--- config.mk ---
export PLATFORM = sky130hd
export DESIGN_NAME = rcm_front
export DESIGN_NICKNAME = d
export VERILOG_FILES = /design/src/hdl/rcm_pkg.sv /design/src/hdl/rcm_front.sv
export SDC_FILE = /design/constraint.sdc
export NUM_CORES = 1
export LEC_CHECK = 0
export BUFFER_PORTS_ARGS = -buffer_cell sky130_fd_sc_hd__buf_2
export CAP_MARGIN = 30
export CORE_AREA = 2 2 152 154
export CTS_BUF_LIST = sky130_fd_sc_hd__clkbuf_2
export DETAILED_ROUTE_END_ITERATION = 7
export DIE_AREA = 0 0 154 156
export GPL_ROUTABILITY_DRIVEN = 0
export PLACE_DENSITY = 0.38
export SKIP_LAST_GASP = 1
export SLEW_MARGIN = 10
export SYNTH_ARGS = -nofsm -noshare
export SYNTH_HDL_FRONTEND = slang
export SYNTH_SLANG_ARGS = --single-unit
--- constraint.sdc ---
create_clock -name clk -period 1.9 [get_ports clk]
set_input_delay 0.285 -clock clk [delete_from_list [all_inputs] [get_ports clk]]
set_output_delay 0.285 -clock clk [all_outputs]
set_load 0.005 [all_outputs]
--- src/hdl/rcm_pkg.sv ---
// ----------------------------------------------------------------------------
// rcm_pkg: shared types and AES helpers for the response CBC-MAC engine
// Command codes, queue entry layout, S-box, round and key-step functions.
// ----------------------------------------------------------------------------
`default_nettype none
package rcm_pkg;

	localparam logic [1:0] ACT_BEGIN  = 2'd0;
	localparam logic [1:0] ACT_CIPHER = 2'd1;
	localparam logic [1:0] ACT_END    = 2'd2;

	localparam logic [0:0] REG_KEY_HIGH = 1'b0;
	localparam logic [0:0] REG_KEY_LOW  = 1'b1;

	localparam logic [127:0] DOMAIN_BLOCK = 128'h54484438392D5253_502D4D41432D5631;
	localparam logic [7:0]   PAD_MARK     = 8'h80;
	localparam logic [12:0]  COUNT_MAX    = 13'd8191;
	localparam logic [3:0]   LAST_ROUND   = 4'd10;

	typedef enum logic [1:0] {
		OP_BEGIN   = 2'd0,
		OP_CIPHER  = 2'd1,
		OP_END_OK  = 2'd2,
		OP_END_ERR = 2'd3
	} rcm_op_t;

	typedef struct packed {
		rcm_op_t      op;
		logic [127:0] blk;   // transaction or ciphertext block
		logic [63:0]  ctx;   // high half of context or status block
	} rcm_cmd_t;

	localparam logic [7:0] SBOX [256] = '{
	8'h63,8'h7c,8'h77,8'h7b,8'hf2,8'h6b,8'h6f,8'hc5,8'h30,8'h01,8'h67,8'h2b,8'hfe,8'hd7,8'hab,8'h76,
	8'hca,8'h82,8'hc9,8'h7d,8'hfa,8'h59,8'h47,8'hf0,8'had,8'hd4,8'ha2,8'haf,8'h9c,8'ha4,8'h72,8'hc0,
	8'hb7,8'hfd,8'h93,8'h26,8'h36,8'h3f,8'hf7,8'hcc,8'h34,8'ha5,8'he5,8'hf1,8'h71,8'hd8,8'h31,8'h15,
	8'h04,8'hc7,8'h23,8'hc3,8'h18,8'h96,8'h05,8'h9a,8'h07,8'h12,8'h80,8'he2,8'heb,8'h27,8'hb2,8'h75,
	8'h09,8'h83,8'h2c,8'h1a,8'h1b,8'h6e,8'h5a,8'ha0,8'h52,8'h3b,8'hd6,8'hb3,8'h29,8'he3,8'h2f,8'h84,
	8'h53,8'hd1,8'h00,8'hed,8'h20,8'hfc,8'hb1,8'h5b,8'h6a,8'hcb,8'hbe,8'h39,8'h4a,8'h4c,8'h58,8'hcf,
	8'hd0,8'hef,8'haa,8'hfb,8'h43,8'h4d,8'h33,8'h85,8'h45,8'hf9,8'h02,8'h7f,8'h50,8'h3c,8'h9f,8'ha8,
	8'h51,8'ha3,8'h40,8'h8f,8'h92,8'h9d,8'h38,8'hf5,8'hbc,8'hb6,8'hda,8'h21,8'h10,8'hff,8'hf3,8'hd2,
	8'hcd,8'h0c,8'h13,8'hec,8'h5f,8'h97,8'h44,8'h17,8'hc4,8'ha7,8'h7e,8'h3d,8'h64,8'h5d,8'h19,8'h73,
	8'h60,8'h81,8'h4f,8'hdc,8'h22,8'h2a,8'h90,8'h88,8'h46,8'hee,8'hb8,8'h14,8'hde,8'h5e,8'h0b,8'hdb,
	8'he0,8'h32,8'h3a,8'h0a,8'h49,8'h06,8'h24,8'h5c,8'hc2,8'hd3,8'hac,8'h62,8'h91,8'h95,8'he4,8'h79,
	8'he7,8'hc8,8'h37,8'h6d,8'h8d,8'hd5,8'h4e,8'ha9,8'h6c,8'h56,8'hf4,8'hea,8'h65,8'h7a,8'hae,8'h08,
	8'hba,8'h78,8'h25,8'h2e,8'h1c,8'ha6,8'hb4,8'hc6,8'he8,8'hdd,8'h74,8'h1f,8'h4b,8'hbd,8'h8b,8'h8a,
	8'h70,8'h3e,8'hb5,8'h66,8'h48,8'h03,8'hf6,8'h0e,8'h61,8'h35,8'h57,8'hb9,8'h86,8'hc1,8'h1d,8'h9e,
	8'he1,8'hf8,8'h98,8'h11,8'h69,8'hd9,8'h8e,8'h94,8'h9b,8'h1e,8'h87,8'he9,8'hce,8'h55,8'h28,8'hdf,
	8'h8c,8'ha1,8'h89,8'h0d,8'hbf,8'he6,8'h42,8'h68,8'h41,8'h99,8'h2d,8'h0f,8'hb0,8'h54,8'hbb,8'h16
	};

	function automatic logic [7:0] rcon(input logic [3:0] r);
		logic [7:0] v;
		begin
			unique case (r)
				4'd1:    v = 8'h01;
				4'd2:    v = 8'h02;
				4'd3:    v = 8'h04;
				4'd4:    v = 8'h08;
				4'd5:    v = 8'h10;
				4'd6:    v = 8'h20;
				4'd7:    v = 8'h40;
				4'd8:    v = 8'h80;
				4'd9:    v = 8'h1b;
				4'd10:   v = 8'h36;
				default: v = 8'h00;
			endcase
			return v;
		end
	endfunction

	function automatic logic [7:0] xtime(input logic [7:0] x);
		return {x[6:0], 1'b0} ^ (x[7] ? 8'h1b : 8'h00);
	endfunction

	// next round key from the current one
	function automatic logic [127:0] key_step(input logic [127:0] k, input logic [3:0] r);
		logic [31:0] w0, w1, w2, w3, t;
		begin
			t  = {SBOX[k[23:16]], SBOX[k[15:8]], SBOX[k[7:0]], SBOX[k[31:24]]};
			w0 = k[127:96] ^ t ^ {rcon(r), 24'h0};
			w1 = k[95:64] ^ w0;
			w2 = k[63:32] ^ w1;
			w3 = k[31:0] ^ w2;
			return {w0, w1, w2, w3};
		end
	endfunction

	// one AES round; byte 0 in the top bits
	function automatic logic [127:0] aes_round(input logic [127:0] st,
			input logic [127:0] rk, input logic last);
		logic [7:0] s [16];
		logic [7:0] t [16];
		logic [7:0] a0, a1, a2, a3, al;
		logic [127:0] o;
		begin
			for (int i = 0; i < 16; i++)
				s[i] = SBOX[st[127-8*i -: 8]];
			for (int c = 0; c < 4; c++)
				for (int i = 0; i < 4; i++)
					t[c*4+i] = s[((c+i)%4)*4+i];
			if (!last) begin
				for (int c = 0; c < 4; c++) begin
					a0 = t[c*4]; a1 = t[c*4+1]; a2 = t[c*4+2]; a3 = t[c*4+3];
					al = a0 ^ a1 ^ a2 ^ a3;
					t[c*4]   = a0 ^ al ^ xtime(a0 ^ a1);
					t[c*4+1] = a1 ^ al ^ xtime(a1 ^ a2);
					t[c*4+2] = a2 ^ al ^ xtime(a2 ^ a3);
					t[c*4+3] = a3 ^ al ^ xtime(a3 ^ a0);
				end
			end
			for (int i = 0; i < 16; i++)
				o[127-8*i -: 8] = t[i];
			return o ^ rk;
		end
	endfunction

endpackage
`default_nettype wire

--- src/hdl/rcm_front.sv ---
// ----------------------------------------------------------------------------
// rcm_front: input classifier
// Tracks message state and block counts; queues begin, end, open cipher beats.
// ----------------------------------------------------------------------------
`default_nettype none
module rcm_front (
	input  wire logic            clk,
	input  wire logic            arst_n,
	input  wire logic            in_valid,
	output logic                 in_ready,
	input  wire logic [1:0]      action,
	input  wire logic [31:0]     header,
	input  wire logic [15:0]     data_length,
	input  wire logic [63:0]     block_high,
	input  wire logic [63:0]     block_low,
	input  wire logic [15:0]     status_word,
	input  wire logic            q_full,
	output logic                 q_push,
	output rcm_pkg::rcm_cmd_t    q_cmd
);
	import rcm_pkg::*;

	logic        open_q;
	logic [12:0] expected_q;
	logic [12:0] seen_q;
	logic        acc;
	logic [16:0] len_round;

	assign in_ready  = !q_full;
	assign acc       = in_valid && in_ready;
	assign len_round = {1'b0, data_length} + 17'd15;

	always_comb begin
		q_cmd.blk = {block_high, block_low};
		q_cmd.ctx = {header, data_length, PAD_MARK, 8'h00};
		q_cmd.op  = OP_BEGIN;
		q_push    = 1'b0;
		unique case (action)
			ACT_BEGIN: begin
				q_push = acc;
			end
			ACT_CIPHER: begin
				q_cmd.op = OP_CIPHER;
				q_push   = acc && open_q;
			end
			ACT_END: begin
				q_cmd.ctx = {status_word, PAD_MARK, 40'h0};
				q_cmd.op  = (open_q && seen_q == expected_q) ? OP_END_OK : OP_END_ERR;
				q_push    = acc;
			end
			default: begin
				q_push = 1'b0;
			end
		endcase
	end

	always_ff @(posedge clk or negedge arst_n) begin
		if (!arst_n) begin
			open_q     <= 1'b0;
			expected_q <= '0;
			seen_q     <= '0;
		end else if (acc) begin
			unique case (action)
				ACT_BEGIN: begin
					open_q     <= 1'b1;
					expected_q <= len_round[16:4];
					seen_q     <= '0;
				end
				ACT_CIPHER: begin
					if (open_q && seen_q != COUNT_MAX)
						seen_q <= seen_q + 13'd1;
				end
				ACT_END: begin
					open_q <= 1'b0;
					seen_q <= '0;
				end
				default: begin
					open_q <= open_q;
				end
			endcase
		end
	end

endmodule
`default_nettype wire

==> metrics.md <==
| Metric | Value |
|---|---|
| Status | finished with violations |
| Violations in the final reports | setup timing |
| Post-CTS clock slew at the launch and capture registers of the worst setup and hold paths | 290 ps |
| Post-detail-place hpwl | 10.3 mm |
| Root buffer selected by CTS | clkbuf_2 |
| Cells taking the most area after synthesis | buf_4 (33%), dfrtp_1 (21%), nor2b_1 (5.7%) |
| Global-route wire length before repair | 16.4 mm |
| Share of the yosys chip area belonging to registers | 20.6% |
| FP Rows | 55 |
| Type of the tightest min-delay check | input pin to flip-flop |
| Total power per unit cell area | 432 nW/um2 |
| Count of pins on the block boundary | 394 |
| Highest cell delay on the worst timing path | 500 ps |
| Crit path arrival time | 1840 ps |
| Number of antenna violations at the first check in global routing | 5 |
| Series of cell instances along the critical path | xor2_1 > nor4_2 > buf_4 > and4_1 > a21oi_2 > buf_2 |
| Layout cell share with drive strength beyond 1 | 44.1% |
| Final routed wire length divided by cell count | approximately 17 um |
| Worst hold slack after final layout | between 100 and 150 ps |
| Most common library cell in the layout ignoring fill and taps | buf_2 |
| Required time of the worst setup path | ~1600 ps |
| Cell total after placement | 690 |
| Post-layout worst setup margin | -226 ps |
| Vias post-DR | 2535 |
| Number of clock sinks | 27 |
| Layout area overhead | 4.24% |
| Port Buffer Count | 122 |
| Via count of the first global-routing pass | 2433 |
| Fmax | 470 MHz |
| Post-synthesis xor/xnor area fraction | approximately 6.7% |
| Largest net degree at the start of global routing | 29 |
| Setup clock skew after layout | 5.28 ps |
| Post-synthesis sequential element count | 27 |
| Total routed wirelength | 12.0 mm |
| Hold Violations, Final | 0 |
| Final Critical Period | 2130 ps |
| LEAKAGE | approximately 1.6 nW |
| MaxCap Viol Count | 0 |
| Die width | 154 um |
| Post-synthesis mux area share | 5.50% |
| DRC Markers | 0 |
| Library cell occupying the most area in the post-synthesis netlist | buf_4 |
| Area fraction in compound gates after synthesis | 8.64% |
| Maximum count of clock buffers along a single path | 2 |
| Share of the clock period used by the worst path | 112% |
| Standard cell core area | about 22000 um2 |
| Slew Viols, Final | 0 |
| Setup repair after global routing missed its margin | yes |
| Dominant combinational cell family by area after synthesis | buffers and inverters |
| Finished Layout Cells | 700 |
| Fraction of post-synthesis cell area in the top cell type by area | between 30% and 40% |
| Commonest non-fill, non-tap cells in the layout | buf_2 (122), nor2b_1 (30), buf_4 (29) |
| Netlist area before placement | 3270 um2 |
| Detailed-router iteration count before antenna repair | 4 |
| Met2 track demand over resource in global routing | 13.3% |
| Nature of the critical path endpoint | primary output |
| Max_slew headroom | a little over half |
| Via count normalized by instance count | 3.62 |
| Synth Instances | 403 |
| Final setup violation count | 1 |
| Synthesized area per cell | 8.12 um2 |
| Adder-Cell Fraction of Synth Area | between 2 and 2.5% |
| Skew-Pair Late Insertion Delay | 380 ps |
| Die height | 156 um |
| Clock buffer count from CTS | 3 |
| CP max-delay cell | dfrtp_2 |
| Post-synthesis cell type count | 43 |
| Grt met1 use | between 10% and 20% |
| Highest fanout seen on the critical path | 2 |
| Combined global-route utilization of all metal layers | 9.29% |
| Post-route antenna net violation count | 0 |
| Global-route met3 utilization | 5.14% |
| Starting density of the core | 14.6% |
| Maximum vdd ir drop | between 150 and 200 uV |
| Worst setup SP type | flip-flop |
| Clock tree from TritonCTS | yes |
| Count of synthesis-stage warnings from yosys | 0 |
| DIE AREA | roughly 24000 um2 |
| Most Used Layer, Global Route | met2 |
| Class of the most critical setup path | flip-flop to primary output |
| Count of H-tree levels built during CTS | 1 |
| Number of violations reported at the end of detailed-routing iteration 0 | ~150 |
| Synthesized-area fraction occupied by and/or/nand/nor cells | 20.1% |
| Number of nets at the end of the flow | 618 |
| Slew at the pin closest to its max-slew limit | roughly 680 ps |
| Total congestion overflow | 0 |
-- synthesized netlist by cell type, drive strengths merged --
library cell	n
and2	1
o311ai	1
nand3	8
dfrtp	27
nand3b	1
or3b	1
clkbuf	6
a21oi	4
ha	6
xnor2	20
a31oi	12
nor2b	30
and2b	1
nand4b	1
nor4	7
nor2	8
inv	6
o41ai	2
a41oi	2
nand4	9
nor3	3
o21ai	21
and4	3
o31ai	2
or3	3
mux2	16
o211ai	2
buf	154
and3	5
a311oi	1
nand2	28
conb	1
nand2b	5
xor2	5
or2	1
-- flip-flops by register name, indices dropped and copies added, names as in the netlist --
register    cells
expected_q     13
seen_q         13
open_q          1
-- critical path: cells and delay by family, from the launching register on --
kind,cells,cell delay [ps]
AO/OA/AOI/OAI,1,70
XOR/XNOR,1,150
buffers and inverters,2,300
flip-flops,1,500
AND/OR/NAND/NOR,2,440
-- through the flow --
stage	power [W]	util, %	area (um2)	setup slack [ps]	TNS (ps)
2_1_floorplan	0.00120	-	3330	231	0
3_5_place_dp	0.00124	14.9	3340	65.9	0
5_1_grt	0.00159	15.2	3410	-346	-370
6_report	0.00147	15.3	3410	-226	-226
3_3_place_gp	0.00124	14.9	3340	68.1	0
4_1_cts	0.00150	15.2	3400	-289	-289
-- kinds of logic after synthesis --
group | Yosys count
buf+inv | 166
simple gates | 115
compound gates | 47
flops | 27
xor+xnor | 25
mux | 16
fa+ha+maj | 6
other cells | 1
-- path summary, 6_finish.rpt --
path	startpoint	end	slack, ps	cells past startpoint
min reg2reg	expected_q[0]	expected_q[0]	540	2
min in group asynchronous	arst_n	seen_q[4]	450	2
max reg2reg	seen_q[1]	seen_q[5]	140	5
max in group asynchronous	arst_n	seen_q[11]	1000	2
min	data_length[15]	expected_q[12]	140	3
max	seen_q[11]	q_cmd[192]	-230	6
-- timing repair --
item | CTS | global route
endpoints found under the setup margin | 1 | 6
endpoints found under the hold margin | 27 | 0
pin swaps | 2 | 0
resized for setup | 2 | 1
hold buffers | 1 | 0
buffers inserted | 3 | 0
-- cell type report --
cell class	count	area [um2]
Clock inverter	1	7.51
Antenna cell	2	5.00
Timing Repair Buffer	152	838
Tap cell	285	357
Clock buffer	3	15.0
Sequential cell	27	677
Inverter	6	22.5
Fill cell	2560	19000
Multi-Input combinational cell	224	1490
-- layer usage --
layer / share of wire, % / vias up
met3: 14 / 38
met5: 0 / -
met2: 42 / 167
met4: 3.1 / 0
li1: - / 1212
met1: 41 / 1118
-- power by group --
group | total [W] | switching [W] | internal [W]
clock | 0.000247 | 0.000198 | 0.0000487
combinational | 0.000542 | 0.000266 | 0.000276
sequential | 0.000686 | 0.0000480 | 0.000638
total | 0.00147 | 0.000512 | 0.000962
Power figures use the tool's default switching activity.
